$ cat src/hw/rtl/primary_backup_failover_macros.svh
// Assertion macros used by the back end of the failover monitor RTL.
`ifndef PRIMARY_BACKUP_FAILOVER_MACROS_SVH
`define PRIMARY_BACKUP_FAILOVER_MACROS_SVH

// Same-cycle implication, disabled while reset is asserted.
`define PBF_ASSERT_IMP(label, clk, rst_n, ante, cons, msg) \
	label: assert property (@(posedge clk) disable iff (!(rst_n)) (ante) |-> (cons)) \
		else $error(msg);

// Next-cycle implication, disabled while reset is asserted.
`define PBF_ASSERT_NXT(label, clk, rst_n, ante, cons, msg) \
	label: assert property (@(posedge clk) disable iff (!(rst_n)) (ante) |=> (cons)) \
		else $error(msg);

`endif

$ cat src/hw/rtl/pbf_pkg.sv
// Types, constants and register indexes of the failover monitor.
`default_nettype none

package pbf_pkg;

	localparam int TIME_WIDTH_DEF = 32;
	localparam int CMDQ_DEPTH_DEF = 2;
	localparam int RESQ_DEPTH_DEF = 2;

	localparam int NOW_W = 32;
	localparam int CFG_W = 32;
	localparam int CFG_IDX_W = 2;
	localparam int CNT_W = 4;
	localparam int OP_W = 2;

	localparam logic [CNT_W-1:0] CNT_MAX = '1;

	localparam logic [OP_W-1:0] OP_SUCCESS = 2'd0;
	localparam logic [OP_W-1:0] OP_FAILURE = 2'd1;
	localparam logic [OP_W-1:0] OP_PROBE = 2'd2;
	localparam logic [OP_W-1:0] OP_QUERY = 2'd3;

	localparam logic [CFG_IDX_W-1:0] REG_FAILURE_WINDOW = 2'd0;
	localparam logic [CFG_IDX_W-1:0] REG_PROBE_INTERVAL = 2'd1;
	localparam logic [CFG_IDX_W-1:0] REG_FAILURE_THRESHOLD = 2'd2;
	localparam logic [CFG_IDX_W-1:0] REG_RECOVERY_THRESHOLD = 2'd3;

	localparam logic [CFG_W-1:0] FAILURE_WINDOW_RST = 32'd60000;
	localparam logic [CFG_W-1:0] PROBE_INTERVAL_RST = 32'd30000;
	localparam logic [CNT_W-1:0] FAILURE_THRESHOLD_RST = 4'd3;
	localparam logic [CNT_W-1:0] RECOVERY_THRESHOLD_RST = 4'd2;

	typedef enum logic [1:0] {
		K_QUERY = 2'd0,
		K_SUCCESS = 2'd1,
		K_FAILURE = 2'd2,
		K_PROBE = 2'd3
	} kind_t;

	typedef struct packed {
		kind_t kind;
		logic [NOW_W-1:0] now;
	} cmd_t;

	typedef struct packed {
		logic on_backup;
		logic probe_due;
	} res_t;

endpackage

`default_nettype wire

$ cat src/hw/rtl/pbf_fifo.sv
// Small register queue with full and empty flags.
`default_nettype none

module pbf_fifo #(
	parameter int WIDTH = 1,
	parameter int DEPTH = 2
) (
	input wire logic clk,
	input wire logic arst_n,
	input wire logic wr_en,
	input wire logic [WIDTH-1:0] wr_data,
	output logic full,
	input wire logic rd_en,
	output logic [WIDTH-1:0] rd_data,
	output logic empty
);

	localparam int PW = (DEPTH > 1) ? $clog2(DEPTH) : 1;
	localparam int CW = $clog2(DEPTH + 1);
	localparam logic [PW-1:0] LAST = PW'(DEPTH - 1);

	logic [WIDTH-1:0] mem_q [DEPTH];
	logic [PW-1:0] wr_ptr_q;
	logic [PW-1:0] rd_ptr_q;
	logic [CW-1:0] count_q;
	logic do_wr;
	logic do_rd;

	assign full = (count_q == CW'(DEPTH));
	assign empty = (count_q == '0);
	assign do_wr = wr_en && !full;
	assign do_rd = rd_en && !empty;
	assign rd_data = mem_q[rd_ptr_q];

	always_ff @(posedge clk) begin
		if (do_wr) begin
			mem_q[wr_ptr_q] <= wr_data;
		end
	end

	always_ff @(posedge clk or negedge arst_n) begin
		if (!arst_n) begin
			wr_ptr_q <= '0;
			rd_ptr_q <= '0;
			count_q <= '0;
		end else begin
			if (do_wr) begin
				wr_ptr_q <= (wr_ptr_q == LAST) ? '0 : wr_ptr_q + PW'(1);
			end
			if (do_rd) begin
				rd_ptr_q <= (rd_ptr_q == LAST) ? '0 : rd_ptr_q + PW'(1);
			end
			if (do_wr && !do_rd) begin
				count_q <= count_q + CW'(1);
			end else if (do_rd && !do_wr) begin
				count_q <= count_q - CW'(1);
			end
		end
	end

endmodule

`default_nettype wire

$ cat src/hw/rtl/pbf_front.sv
// Front end: accepts input beats, classifies them and queues the commands.
`default_nettype none

module pbf_front
	import pbf_pkg::*;
#(
	parameter int CMDQ_DEPTH = CMDQ_DEPTH_DEF
) (
	input wire logic clk,
	input wire logic arst_n,
	input wire logic push,
	output logic full,
	input wire logic [OP_W-1:0] operation,
	input wire logic about_primary,
	input wire logic [NOW_W-1:0] now_ms,
	output logic cmd_valid,
	output cmd_t cmd,
	input wire logic cmd_pop
);

	cmd_t cmd_in;
	logic [$bits(cmd_t)-1:0] cmd_raw;
	logic cmd_empty;

	// Success and failure events about the backup source change nothing and become queries.
	always_comb begin
		cmd_in.now = now_ms;
		unique case (operation)
			OP_SUCCESS: cmd_in.kind = about_primary ? K_SUCCESS : K_QUERY;
			OP_FAILURE: cmd_in.kind = about_primary ? K_FAILURE : K_QUERY;
			OP_PROBE: cmd_in.kind = K_PROBE;
			OP_QUERY: cmd_in.kind = K_QUERY;
		endcase
	end

	pbf_fifo #(
		.WIDTH($bits(cmd_t)),
		.DEPTH(CMDQ_DEPTH)
	) u_cmdq (
		.clk(clk),
		.arst_n(arst_n),
		.wr_en(push),
		.wr_data(cmd_in),
		.full(full),
		.rd_en(cmd_pop),
		.rd_data(cmd_raw),
		.empty(cmd_empty)
	);

	assign cmd = cmd_t'(cmd_raw);
	assign cmd_valid = !cmd_empty;

endmodule

`default_nettype wire

$ cat src/hw/rtl/pbf_back.sv
// Back end: configuration registers, health state update and result queue.
`default_nettype none
`include "primary_backup_failover_macros.svh"

module pbf_back
	import pbf_pkg::*;
#(
	parameter int TIME_WIDTH = TIME_WIDTH_DEF,
	parameter int RESQ_DEPTH = RESQ_DEPTH_DEF
) (
	input wire logic clk,
	input wire logic arst_n,
	input wire logic cfg_we,
	input wire logic [CFG_IDX_W-1:0] cfg_index,
	input wire logic [CFG_W-1:0] cfg_data,
	input wire logic cmd_valid,
	input wire cmd_t cmd,
	output logic cmd_pop,
	output logic empty,
	input wire logic pop,
	output res_t res
);

	localparam int TW = (TIME_WIDTH < NOW_W) ? TIME_WIDTH : NOW_W;

	logic [CFG_W-1:0] window_q;
	logic [CFG_W-1:0] interval_q;
	logic [CNT_W-1:0] fail_thr_q;
	logic [CNT_W-1:0] rec_thr_q;

	logic backup_q;
	logic [CNT_W-1:0] fail_cnt_q;
	logic [TW-1:0] first_fail_q;
	logic [CNT_W-1:0] rec_cnt_q;
	logic [TW-1:0] last_probe_q;

	logic backup_n;
	logic [CNT_W-1:0] fail_cnt_n;
	logic [TW-1:0] first_fail_n;
	logic [CNT_W-1:0] rec_cnt_n;
	logic [TW-1:0] last_probe_n;

	logic [TW-1:0] now_t;
	logic [TW-1:0] since_first;
	logic [TW-1:0] since_probe;
	logic [CNT_W-1:0] fail_inc;
	logic [CNT_W-1:0] rec_inc;
	logic [CNT_W-1:0] fail_next;
	logic restart;
	logic due_old;
	logic probe_now;
	logic resq_full;
	res_t res_in;
	logic [$bits(res_t)-1:0] res_raw;

	always_ff @(posedge clk or negedge arst_n) begin
		if (!arst_n) begin
			window_q <= FAILURE_WINDOW_RST;
			interval_q <= PROBE_INTERVAL_RST;
			fail_thr_q <= FAILURE_THRESHOLD_RST;
			rec_thr_q <= RECOVERY_THRESHOLD_RST;
		end else if (cfg_we) begin
			unique case (cfg_index)
				REG_FAILURE_WINDOW: window_q <= cfg_data;
				REG_PROBE_INTERVAL: interval_q <= cfg_data;
				REG_FAILURE_THRESHOLD: fail_thr_q <= cfg_data[CNT_W-1:0];
				REG_RECOVERY_THRESHOLD: rec_thr_q <= cfg_data[CNT_W-1:0];
			endcase
		end
	end

	assign cmd_pop = cmd_valid && !resq_full;

	assign now_t = cmd.now[TW-1:0];
	assign since_first = now_t - first_fail_q;
	assign since_probe = now_t - last_probe_q;
	assign fail_inc = (fail_cnt_q == CNT_MAX) ? fail_cnt_q : fail_cnt_q + CNT_W'(1);
	assign rec_inc = (rec_cnt_q == CNT_MAX) ? rec_cnt_q : rec_cnt_q + CNT_W'(1);
	assign restart = (fail_cnt_q == '0) || (now_t < first_fail_q) ||
		(NOW_W'(since_first) > window_q);
	assign fail_next = restart ? CNT_W'(1) : fail_inc;
	assign due_old = (now_t >= last_probe_q) && (NOW_W'(since_probe) >= interval_q);

	always_comb begin
		backup_n = backup_q;
		fail_cnt_n = fail_cnt_q;
		first_fail_n = first_fail_q;
		rec_cnt_n = rec_cnt_q;
		last_probe_n = last_probe_q;
		probe_now = 1'b0;
		if (cmd_pop) begin
			unique case (cmd.kind)
				K_SUCCESS: begin
					if (!backup_q) begin
						fail_cnt_n = '0;
						first_fail_n = '0;
						rec_cnt_n = '0;
					end else if (rec_inc >= rec_thr_q) begin
						backup_n = 1'b0;
						fail_cnt_n = '0;
						first_fail_n = '0;
						rec_cnt_n = '0;
						last_probe_n = '0;
					end else begin
						rec_cnt_n = rec_inc;
					end
				end
				K_FAILURE: begin
					if (backup_q) begin
						rec_cnt_n = '0;
					end else begin
						// A failure outside the window, the first one or one with earlier time restarts the count.
						fail_cnt_n = fail_next;
						first_fail_n = restart ? now_t : first_fail_q;
						if (fail_next >= fail_thr_q) begin
							backup_n = 1'b1;
							rec_cnt_n = '0;
							last_probe_n = now_t;
							probe_now = 1'b1;
						end
					end
				end
				K_PROBE: begin
					if (backup_q) begin
						last_probe_n = now_t;
						probe_now = 1'b1;
					end
				end
				K_QUERY: begin
				end
			endcase
		end
		res_in.on_backup = backup_n;
		res_in.probe_due = backup_n && (probe_now ? (interval_q == '0) : due_old);
	end

	always_ff @(posedge clk or negedge arst_n) begin
		if (!arst_n) begin
			backup_q <= 1'b0;
			fail_cnt_q <= '0;
			first_fail_q <= '0;
			rec_cnt_q <= '0;
			last_probe_q <= '0;
		end else begin
			backup_q <= backup_n;
			fail_cnt_q <= fail_cnt_n;
			first_fail_q <= first_fail_n;
			rec_cnt_q <= rec_cnt_n;
			last_probe_q <= last_probe_n;
		end
	end

	pbf_fifo #(
		.WIDTH($bits(res_t)),
		.DEPTH(RESQ_DEPTH)
	) u_resq (
		.clk(clk),
		.arst_n(arst_n),
		.wr_en(cmd_pop),
		.wr_data(res_in),
		.full(resq_full),
		.rd_en(pop),
		.rd_data(res_raw),
		.empty(empty)
	);

	assign res = res_t'(res_raw);

	`PBF_ASSERT_IMP(a_backup_has_failures, clk, arst_n, backup_q, fail_cnt_q != '0, "backup selected with zero failure count")
	`PBF_ASSERT_IMP(a_primary_clean, clk, arst_n, !backup_q, (rec_cnt_q == '0) && (last_probe_q == '0), "recovery state not clear on primary")
	`PBF_ASSERT_NXT(a_switch_needs_failure, clk, arst_n, !backup_q && !(cmd_pop && (cmd.kind == K_FAILURE)), !backup_q, "switch to backup without a primary failure beat")

endmodule

`default_nettype wire

$ cat src/hw/rtl/primary_backup_failover.sv
// Top level of the primary/backup failover health monitor.
// A pushed beat is registered in the command queue, then its result in the result queue.
// Throughput: one beat per cycle unless the result queue is full and stalls the back end.
// Command and result queues (default depth 2) let either side stall without bubbles.
// Reset (arst_n low) selects the primary, clears all counters and loads default registers.
`default_nettype none

module primary_backup_failover
	import pbf_pkg::*;
#(
	parameter int TIME_WIDTH = TIME_WIDTH_DEF,
	parameter int CMDQ_DEPTH = CMDQ_DEPTH_DEF,
	parameter int RESQ_DEPTH = RESQ_DEPTH_DEF
) (
	input wire logic clk,
	input wire logic arst_n,
	input wire logic push,
	output logic full,
	input wire logic [OP_W-1:0] operation,
	input wire logic about_primary,
	input wire logic [NOW_W-1:0] now_ms,
	output logic empty,
	input wire logic pop,
	output logic on_backup,
	output logic probe_due,
	input wire logic cfg_we,
	input wire logic [CFG_IDX_W-1:0] cfg_index,
	input wire logic [CFG_W-1:0] cfg_data
);

	logic cmd_valid;
	logic cmd_pop;
	cmd_t cmd;
	res_t res;

	pbf_front #(
		.CMDQ_DEPTH(CMDQ_DEPTH)
	) u_front (
		.clk(clk),
		.arst_n(arst_n),
		.push(push),
		.full(full),
		.operation(operation),
		.about_primary(about_primary),
		.now_ms(now_ms),
		.cmd_valid(cmd_valid),
		.cmd(cmd),
		.cmd_pop(cmd_pop)
	);

	pbf_back #(
		.TIME_WIDTH(TIME_WIDTH),
		.RESQ_DEPTH(RESQ_DEPTH)
	) u_back (
		.clk(clk),
		.arst_n(arst_n),
		.cfg_we(cfg_we),
		.cfg_index(cfg_index),
		.cfg_data(cfg_data),
		.cmd_valid(cmd_valid),
		.cmd(cmd),
		.cmd_pop(cmd_pop),
		.empty(empty),
		.pop(pop),
		.res(res)
	);

	assign on_backup = res.on_backup;
	assign probe_due = res.probe_due;

endmodule

`default_nettype wire
$ cat config.mk
export PLATFORM = sky130hd
export DESIGN_NAME = primary_backup_failover
export DESIGN_NICKNAME = d
export VERILOG_FILES = /design/src/hw/rtl/pbf_pkg.sv /design/src/hw/rtl/pbf_fifo.sv /design/src/hw/rtl/pbf_front.sv /design/src/hw/rtl/pbf_back.sv /design/src/hw/rtl/primary_backup_failover.sv
export VERILOG_INCLUDE_DIRS = /design/src /design/src/hw/rtl
export SDC_FILE = /design/constraint.sdc
export NUM_CORES = 1
export LEC_CHECK = 0
export ABC_AREA = 0
export BUFFER_PORTS_ARGS = -buffer_cell sky130_fd_sc_hd__buf_4
export CAP_MARGIN = 25
export CORE_AREA = 2 2 204 206
export DETAILED_ROUTE_END_ITERATION = 7
export DIE_AREA = 0 0 206 208
export GPL_ROUTABILITY_DRIVEN = 0
export PLACE_DENSITY = 0.52
export SYNTH_ARGS = -nofsm -noshare
export SYNTH_HDL_FRONTEND = slang
export SYNTH_SLANG_ARGS = --single-unit
export TNS_END_PERCENT = 5
$ cat constraint.sdc
create_clock -name clk -period 10.1 [get_ports clk]
set_input_delay 1.515 -clock clk [delete_from_list [all_inputs] [get_ports clk]]
set_output_delay 1.515 -clock clk [all_outputs]
set_load 0.01 [all_outputs]
### Word-level counts from Yosys, hierarchy flattened

Memory sizes are Yosys's and may differ from the RTL's.
Cells that the tools add are included.

| word-level totals | value |
|---|---|
| memories | 2 |
| flip-flop bits (word level) | 153 |
| input bits | 74 |
| logic and storage cells | 143 |
| bits in writable memories | 72 |

Memories:

| memory | words | bits a word | rd ports | clocked after memory_dff | write ports | line | RTL |
|---|---|---|---|---|---|---|---|
| u_front.u_cmdq.mem_q | 2 | 34 | 1 | 0 | 1 | pbf_fifo.sv:22 | `logic [WIDTH-1:0] mem_q [DEPTH];` |
| u_back.u_resq.mem_q | 2 | 2 | 1 | 0 | 1 | pbf_fifo.sv:22 |  |

| cells by class | value |
|---|---|
| equality and inequality tests | 21 |
| $add $sub $neg | 12 |
| mux-type cells | 48 |
| reductions and logical operators | 39 |
| magnitude comparators | 6 |

Operators with widths:

| operator | number |
|---|---|
| 32-bit 2-to-1 mux | 8 |
| 32-bit case mux with 3 select lines | 1 |
| 32-bit >= comparator | 2 |
| 32-bit case mux with 2 select lines | 1 |
| 32-bit subtractor | 2 |
| 4-bit 2-to-1 mux | 10 |
| 32-bit greater-than comparator | 1 |
| 32-bit zero test | 1 |
| 32-bit < comparator | 1 |
| 1-bit 2-to-1 mux | 18 |
| 2-bit == test, second input constant | 8 |
| 4-bit case mux with 2 select lines | 2 |
| 1-bit logical AND | 11 |
| 2-bit 2-to-1 mux | 5 |
| 2-bit by 1-bit != test with 1-bit output, second input constant | 5 |
| 4-bit by 1-bit adder with 4-bit output, second input constant | 2 |
| 4-bit == test, second input constant | 2 |
| 4-bit >= comparator | 2 |
| 1-bit zero test | 8 |
| 2-bit zero test | 4 |
| 2-bit case mux with 4 select lines | 1 |
| 2-bit AND reduction | 4 |
| 7-bit AND reduction | 1 |
| 2-bit by 1-bit == test with 1-bit output, second input constant | 3 |
| 14 further kinds | 23 |

### Logic depth before layout (Yosys ltp)

Gate-level depths: netlist (run 1).
An unclocked memory read counts as a cell.

| depth | value |
|---|---|
| depth in word-level cells | 12 |
| depth in mapped cells | 34 |
| mapped depth without buffers | 29 |

### Modules after synthesis

From an unflattened synthesis (run 1), not the netlist that was laid out.

| unflattened totals | value |
|---|---|
| cell total of the unflattened synthesis | 1391 |
| area total of the unflattened synthesis | 14077.3 um2 |

Modules (own cells, without submodules):

| module | area an instance (um2) | cells an instance | instances |
|---|---|---|---|
| pbf_back | 10911.7 | 1236 | 1 |
| pbf_fifo at u_front.u_cmdq | 2801.4 | 125 | 1 |
| pbf_fifo at u_back.u_resq | 339.1 | 25 | 1 |
| pbf_front | 25.0 | 5 | 1 |

### Least setup slack after synthesis (run 1)

Ideal clock, no wire load.

| path | value |
|---|---|
| path kind | register to register |
| from | register u_front.u_cmdq.rd_ptr_q |
| to | register u_back.last_probe_q[10] |
| clock period less this slack | 6.392 ns |
| data arrival time | 6.258 ns |
| data required time | 9.966 ns |
| cell stages (with the launch flop) | 33 |
| setup time | 0.134 ns |
| slack | 3.708 ns |
| path through | dfrtp_1 > clkbuf_1 > clkbuf_1 > mux2i_1 > inv_1 > ha_1 > a21oi_1 > nand2_1 > o211ai_1 > o21ai_2 > a21oi_2 > o211ai_1 > a2111oi_0 > a311oi_1 > ha_1 > nand4_1 > and4bb_1 > and4bb_1 > a21oi_1 > o31ai_1 > o211ai_1 > or2_1 > clkbuf_1 > a21oi_1 > ha_1 > nand2b_1 > a21oi_1 > o21ai_1 > inv_1 > o21ai_1 > nand3_1 > clkbuf_1 > o31ai_1 |

| on the way | value |
|---|---|
| longest elaborated chain between the ends | 8 |

Ends and longest elaborated chain:

| what | line | RTL |
|---|---|---|
| from (decl) | pbf_fifo.sv:24 | `logic [PW-1:0] rd_ptr_q;` |
| from (signal assigned) | pbf_fifo.sv:51 | `rd_ptr_q <= (rd_ptr_q == LAST) ? '0 : rd_ptr_q + PW'(1);` |
| memory read 2 x 34 bit (*) | n/a |  |
| 32-bit subtractor / 32-bit < comparator (equally long branches) | pbf_back.sv:75, pbf_back.sv:79 |  |
| 32-bit greater-than comparator / 1-bit logical OR (equally long branches) | pbf_back.sv:80, pbf_back.sv:79 |  |
| 1-bit logical OR | pbf_back.sv:79 | `assign restart = (fail_cnt_q == '0) \|\| (now_t < first_fail_q) \|\|` |
| 4-bit 2-to-1 mux | pbf_back.sv:81 | `assign fail_next = restart ? CNT_W'(1) : fail_inc;` |
| 4-bit >= comparator | pbf_back.sv:115 | `if (fail_next >= fail_thr_q) begin` |
| 2-bit by 1-bit != test with 1-bit output (no source line) | n/a |  |
| 7-bit AND reduction (no source line) | n/a |  |
| to (signal assigned) | pbf_back.sv:149 | `last_probe_q <= last_probe_n;` |
| to (decl) | pbf_back.sv:35 | `logic [TW-1:0] last_probe_q;` |

Mark *: on every way between the ends. The rest lies on a longest branch, timed or not. The select of a mux whose other input is x is not followed.
A chain may end at the register's enable or synchronous reset.

### Final worst setup path (run 1)

| path | value |
|---|---|
| from | register u_front.u_cmdq.rd_ptr_q |
| to | register u_back.last_probe_q[26] |

The elaborated chain is that of the path after synthesis.

==> results of run 1 <==
-- power by group through the flow --
stage               sequential, mW  clock, mW  combinational (mW)
floorplan                     1.31          0                2.89
global placement              1.39          0                3.82
detailed placement            1.39          0                3.87
CTS                           1.38      0.972                3.89
global route                  1.38       1.01                4.42
finish                        1.35      0.944                3.93
-- cell families after synthesis --
kind of cell               after synthesis  share of synthesized area
DFF                                    225                      0.426
and+or+nand+nor                        313                      0.108
AOI/OAI and AO/OA                      365                      0.172
xor gates and xnor gates                65                     0.0403
adders and majority gates              148                      0.132
buffers and inverters                  228                     0.0611
muxes                                   80                     0.0606
-- worst register-to-register path: cells and delay by family, from the launching register on --
kind	cells	cell delay (ns)
fa+ha+maj	3	0.92
simple gates	6	1.26
mux	1	0.42
compound gates	16	2.96
flops	1	0.48
buf+inv	4	1.01
-- layout by cell type, fill, tap and decap left out, types with 6 or more instances in the layout --
| cell | n |
|---|---|
| nand2_1 | 114 |
| and2_1 | 7 |
| o21ai_1 | 21 |
| a21o_1 | 21 |
| o21bai_1 | 7 |
| inv_1 | 192 |
| dfrtp_1 | 135 |
| o21ai_0 | 69 |
| nor2_1 | 50 |
| nor3_1 | 21 |
| and3_1 | 13 |
| nor4_1 | 11 |
| xor2_1 | 18 |
| nand4_1 | 17 |
| clkbuf_1 | 7 |
| o31ai_1 | 35 |
| clkbuf_16 | 27 |
| ha_1 | 146 |
| a21oi_1 | 87 |
| dfstp_2 | 17 |
| mux2_2 | 44 |
| buf_4 | 85 |
| nand3_1 | 26 |
| o2bb2ai_1 | 33 |
| and4_1 | 7 |
| xnor2_1 | 47 |
| mux2i_1 | 36 |
| o21a_1 | 8 |
| a211oi_1 | 14 |
| o211ai_1 | 9 |
| edfxtp_1 | 72 |
| nand2b_1 | 17 |
| a31oi_1 | 13 |
| nor2b_1 | 6 |
-- path summary, 6_finish.rpt --
kind | slack [ns] | endpoint | cells after the start | start
setup / recovery | 2.91 | u_back.last_probe_q[26]$_DFFE_PN0P_ | 30 | u_front.u_cmdq.rd_ptr_q$_DFFE_PN0P_
hold / removal | 0.47 | u_back.last_probe_q[18]$_DFFE_PN0P_ | 2 | u_back.last_probe_q[18]$_DFFE_PN0P_
setup reg to reg | 2.91 | u_back.last_probe_q[26]$_DFFE_PN0P_ | 30 | u_front.u_cmdq.rd_ptr_q$_DFFE_PN0P_
hold reg to reg | 0.47 | u_back.last_probe_q[18]$_DFFE_PN0P_ | 2 | u_back.last_probe_q[18]$_DFFE_PN0P_
max in group asynchronous | 7.75 | u_back.first_fail_q[23]$_DFFE_PN0P_ | 2 | arst_n
min in group asynchronous | 0.98 | u_front.u_cmdq.count_q[1]$_DFFE_PN0P_ | 1 | arst_n
-- flip-flops by register name, indices dropped and copies added (netlist names) --
| signal | flops |
|---|---|
| u_back.backup_q | 1 |
| u_back.fail_cnt_q | 4 |
| u_back.fail_thr_q | 4 |
| u_back.first_fail_q | 32 |
| u_back.interval_q | 32 |
| u_back.last_probe_q | 32 |
| u_back.rec_cnt_q | 4 |
| u_back.rec_thr_q | 4 |
| u_back.u_resq.count_q | 2 |
| u_back.u_resq.mem_q | 4 |
| u_back.u_resq.rd_ptr_q | 1 |
| u_back.u_resq.wr_ptr_q | 1 |
| u_back.window_q | 32 |
| u_front.u_cmdq.count_q | 2 |
| u_front.u_cmdq.mem_q | 68 |
| u_front.u_cmdq.rd_ptr_q | 1 |
| u_front.u_cmdq.wr_ptr_q | 1 |
-- stage by stage --
stage | util | instance area [sq um] | hold WS, ns | worst slack (ns)
6_report | 0.400 | 16200 | 0.474 | 2.91
2_1_floorplan | - | 14100 | 0.449 | 3.71
4_1_cts | 0.399 | 16200 | 0.479 | 2.38
5_1_grt | 0.400 | 16200 | 0.497 | 2.15
3_5_place_dp | 0.378 | 15300 | 0.466 | 2.38
3_3_place_gp | 0.378 | 15300 | 0.459 | 2.61
-- cell type report --
type	instances	share of cell area
Clock inverter	14	0.00787
Clock buffer	36	0.0450
Sequential cell	225	0.371
Timing Repair Buffer	87	0.0413
Inverter	193	0.0447
Tap cell	532	0.0411
Multi-Input combinational cell	971	0.449
-- per-layer routing --
metal	vias up	GRT usage	part of all wire
met5	-	0	0
met1	4975	0.268	0.54
met4	0	0.0537	0.028
met2	180	0.235	0.39
li1	5258	-	-
met3	41	0.0219	0.037
==> flow_metrics.tcl, run 1 <==
set metrics [dict create \
    p_per_area_nw_per_um2 384 \
    setup_viol_count_final 0 \
    diodes 0 \
    ctsLongestPathBuffers 3 \
    start_util 0.348 \
    htreeDepth 1 \
    cts_resized 0 \
    synth_cell_types 75 \
    irDropWorstVdd_mv 0.148 \
    overflow 0 \
    clock_sinks 225 \
    critical_path_class "reg -> reg" \
    grt_pass1_wl_um 57500 \
    crit_path_end_kind "flop" \
    area_growth_syn_to_layout_pct 14.7 \
    ios 78 \
    worstMarginPinSlew_ns 0.853 \
    antenna_left 0 \
    synthesis.area_sq_um 14100 \
    io_buffers 77 \
    ys_top_cells_by_count "inv_1, ha_1, dfrtp_1, nand2_1, a21oi_1" \
    power.internal_mw 3.33 \
    fin_setup_tns_ns 0 \
    slew_violations 0 \
    max_stage_delay_ns 0.50 \
    hp-class "reg -> reg" \
    hold_violations 0 \
    netlist_top_cells_area "dfrtp_1, edfxtp_1, ha_1" \
    synthCells 1424 \
    yosys.area.top_type "dfrtp_1" \
    grtUsageTotal 0.169 \
    fill_cells 4027 \
    leakage_nw 7.12 \
    cts_tree "done" \
    rsz0062_at_grt "no" \
    drive_gt1_frac 0.138 \
    syn_avg_cell_area_sq_um 9.92 \
    synthArstFlopShare 0.680 \
    crit_buf_inv 4 \
    cts-root-buf "clkbuf_16" \
    antenna_found_initial 0 \
    num-nets-final 1727 \
    vias 10500 \
    power_frac_seq 0.217 \
    synth_top_area_frac 0.241 \
    timing.slew.headroom 0.431 \
    swShare 0.464 \
    syn-num-nets 1646 \
    core.rowCount 74 \
    synth-edff-count 72 \
    power_mw 6.22 \
    dp_hpwl_um 27900 \
    grt_max_degree 89 \
    period_needed_ns 7.19 \
    drt_first_pass_iters 5 \
    cp_top_family "compound AO/OA/AOI/OAI gates" \
    drc 0 \
    p_clk_frac 0.152 \
    clk_latency_ns 0.55 \
    fin_worst_skew_ns 0.0127 \
    dp_cells 2007 \
    die_h_um 208 \
    cp-start-kind "flop" \
    drt_iter0_markers 646 \
    synthFlopType "dfrtp_1" \
    clk_pin_slew_ns 0.06 \
    wl_per_cell_um 17.5 \
    hold_buffers 0 \
    die_x_um 206 \
    cts_setup_buffers 0 \
    routed_wl_um 36100 \
    clock.fmax_mhz 139 \
    ff_latch_area_sq_um 6010 \
    status "finished clean" \
    synth_sequential_area_ratio 0.426 \
    slowest_stage "buf_4" \
    cp_max_fo 64 \
    p_sw_mw 2.89 \
    comb_power_share 0.631 \
    ys_warn_count 0 \
    worstPathRequired_ns 10.50 \
    drv_cap 0 \
    synth.most_common_cell "inv_1" \
    first_global_vias 10200 \
    period_share 0.712 \
    final_cells 2058 \
    via_per_inst 5.08 \
    coreArea_sq_um 40600 \
    ys_ff_latch 225 \
    design.die.area_sq_um 42800 \
    multi_input_area_sq_um 7280 \
    arrival_ns 7.59 \
    numCtsBuffers 27 \
]
Note: power is estimated with default switching activity, not from simulation.
==> run 2, diff against run 1 <==
--- a/config.mk
+++ b/config.mk
@@ -6,12 +6,12 @@
 export SDC_FILE = /design/constraint.sdc
 export NUM_CORES = 1
 export LEC_CHECK = 0
-export ABC_AREA = 0
+export ABC_AREA = 1
 export BUFFER_PORTS_ARGS = -buffer_cell sky130_fd_sc_hd__buf_4
 export CAP_MARGIN = 25
-export CORE_AREA = 2 2 204 206
+export CORE_AREA = 2 2 209 211
 export DETAILED_ROUTE_END_ITERATION = 7
-export DIE_AREA = 0 0 206 208
+export DIE_AREA = 0 0 211 213
 export GPL_ROUTABILITY_DRIVEN = 0
 export PLACE_DENSITY = 0.52
 export SYNTH_ARGS = -nofsm -noshare
==> constraint.sdc (replaced) <==
create_clock -name clk -period 6.7 [get_ports clk]
set_input_delay 1.005 -clock clk [delete_from_list [all_inputs] [get_ports clk]]
set_output_delay 1.005 -clock clk [all_outputs]
set_load 0.01 [all_outputs]
==> flow_metrics.tcl, run 2 <==
set metrics [dict create \
    cts_tree "done" \
    numCtsBuffers 26 \
    coreArea_sq_um 42700 \
    max_stage_delay_ns 0.37 \
    worstMarginPinSlew_ns 0.979 \
    ctsLongestPathBuffers 3 \
    ys_ff_latch 225 \
    hold_violations 0 \
    synthesis.area_sq_um 14900 \
    clock_sinks 225 \
    timing.slew.headroom 0.346 \
    antenna_found_initial 0 \
    wl_per_cell_um 15.2 \
    holdWs_ns 0.469 \
    die_x_um 211 \
    design.die.area_sq_um 44900 \
    synth_top_area_frac 0.229 \
    synthCells 1885 \
    status "finished clean" \
    first_global_vias 11800 \
    synth_sequential_area_ratio 0.405 \
    use_met1 0.266 \
    largest_register_ffs 68 \
    synthFlopType "dfrtp_1" \
    rrSetupSlack_ns 0.74 \
    fin_ws_ns 0.737 \
    core.rowCount 76 \
    yosys.area.top_type "dfrtp_1" \
    overflow 0 \
    routed_wl_um 38500 \
    globalRouteMet3Util 0.0168 \
    ys_warn_count 0 \
    critical_path_class "reg -> reg" \
    synth_cell_types 43 \
    grt_max_degree 90 \
    ios 78 \
    fin_worst_skew_ns 0.0133 \
    final_common_cell "nand2_1" \
    drive_gt1_frac 0.0989 \
    drv_cap 0 \
    final_cells 2527 \
    setup_viol_count_final 0 \
    regMostFlops "u_front.u_cmdq.mem_q" \
    r2r-end "u_back.last_probe_q[19]$_DFFE_PN0P_" \
    drt_first_pass_iters 5 \
    synthArstFlopShare 0.680 \
    grtUsageTotal 0.174 \
    period_needed_ns 5.96 \
    r2r_cells 36 \
    syn-num-nets 2107 \
    synth.most_common_cell "nand2_1" \
    fin_setup_tns_ns 0 \
    top_usage_layer "met1" \
    rsz0062_at_grt "no" \
    crit_end "u_back.last_probe_q[19]$_DFFE_PN0P_" \
    ys_top_cells_by_count "nand2_1, inv_1, o21ai_0, nor2_1, ha_1" \
    regToRegStartpoint "u_front.u_cmdq.rd_ptr_q$_DFFE_PN0P_" \
    grt_pass1_wl_um 62700 \
    vias 12200 \
    dp_hpwl_um 30600 \
    cp_max_fo 62 \
    htreeDepth 1 \
    crit_path_end_kind "flop" \
    clk_latency_ns 0.54 \
    hold_buffers 0 \
    area_growth_syn_to_layout_pct 14.0 \
    layout_common_cells "nand2_1, inv_1, o21ai_0, nor2_1, ha_1" \
    clock.fmax_mhz 168 \
    drc 0 \
    synth-edff-count 72 \
    syn_avg_cell_area_sq_um 7.88 \
    arrival_ns 6.42 \
    startpoint "u_front.u_cmdq.rd_ptr_q$_DFFE_PN0P_" \
    cp-start-kind "flop" \
    clk_pin_slew_ns 0.06 \
    crit_top_cell "nand2_1" \
    io_buffers 77 \
    via_per_inst 4.83 \
    dp_cells 2477 \
    slew_violations 0 \
    period_share 0.890 \
    worstPathRequired_ns 7.15 \
    hp-class "reg -> reg" \
    use_met2 0.261 \
    netlist_top_cells_area "dfrtp_1, edfxtp_1, ha_1" \
    start_util 0.348 \
    dp_slack_ns 0.623 \
    cts-root-buf "clkbuf_16" \
    num-nets-final 2183 \
    diodes 0 \
    drt_iter0_markers 700 \
    slowest_stage "ha_1" \
    die_h_um 213 \
    antenna_left 0 \
]
run 2: cell types whose count changed after synthesis, moves of 35 or more:
cell | previous run | this run
nand2_1 | 114 | 385
inv_1 | 192 | 320
o21ai_0 | 69 | 189
nor2_1 | 52 | 154
nand3_1 | 27 | 111
mux2_2 | 44 | 0
mux2i_1 | 36 | 1
o31ai_1 | 35 | 0
run 2: layout make-up:
| type | instances | area [sq um] |
|---|---|---|
| Clock buffer | 41 | 810 |
| Clock inverter | 7 | 45.0 |
| Fill cell | 4377 | 25800 |
| Inverter | 320 | 1200 |
| Multi-Input combinational cell | 1299 | 7460 |
| Sequential cell | 225 | 6010 |
| Tap cell | 546 | 683 |
| Timing Repair Buffer | 89 | 721 |
run 2: through the flow:
stage / instance area, sq um / util
final: 16900 / 0.397
after global routing: 16900 / 0.397
after CTS: 16900 / 0.396
after detailed placement: 16000 / 0.376
after global placement: 16000 / 0.375
after floorplan: 14900 / -
run 2: worst min path at each step:
stage,startpoint,endpoint,slack (ns),cells after the start
finish,u_back.first_fail_q[14]$_DFFE_PN0P_,u_back.first_fail_q[14]$_DFFE_PN0P_,0.47,2
global route,u_back.first_fail_q[12]$_DFFE_PN0P_,u_back.first_fail_q[12]$_DFFE_PN0P_,0.48,2
CTS,u_back.first_fail_q[12]$_DFFE_PN0P_,u_back.first_fail_q[12]$_DFFE_PN0P_,0.47,2
detailed placement,u_back.first_fail_q[12]$_DFFE_PN0P_,u_back.first_fail_q[12]$_DFFE_PN0P_,0.46,2
global placement,u_back.first_fail_q[24]$_DFFE_PN0P_,u_back.first_fail_q[24]$_DFFE_PN0P_,0.45,2
floorplan,u_back.first_fail_q[10]$_DFFE_PN0P_,u_back.first_fail_q[10]$_DFFE_PN0P_,0.44,2
run 2: logic make-up (layout without fill, tap and decap cells):
logic type      count (synthesis)  after routing  synth area share
buf+inv                       361            457            0.0936
fa+ha+maj                     148            148             0.126
xor+xnor                       64             64            0.0377
simple gates                  736            736             0.210
mux                             1              1          0.000674
flops                         225            225             0.405
compound gates                350            350             0.127
run 2: worst max-delay path, delay by kind of cell (launching register included):
family | cells | cell delay (ns)
simple gates | 17 | 2.03
fa+ha+maj | 3 | 0.81
compound gates | 8 | 1.51
buf+inv | 7 | 0.97
xor+xnor | 1 | 0.18
flops | 1 | 0.34
run 2: metal layers:
metal / share of wire / vias to the layer above
li1: - / 6282
met1: 0.52 / 5622
met2: 0.42 / 241
met3: 0.041 / 54
met4: 0.021 / 0
met5: 0 / -
run 2: timing repair:
action / CTS / global route
resized for setup: 0 / 1
setup endpoints to repair: 0 / 8
buffers inserted: 0 / 0
hold endpoints to repair: 0 / 0
Power of run 2 is not shown: default switching activity piles up to over one toggle a cycle in this logic, so the estimate is an artifact.
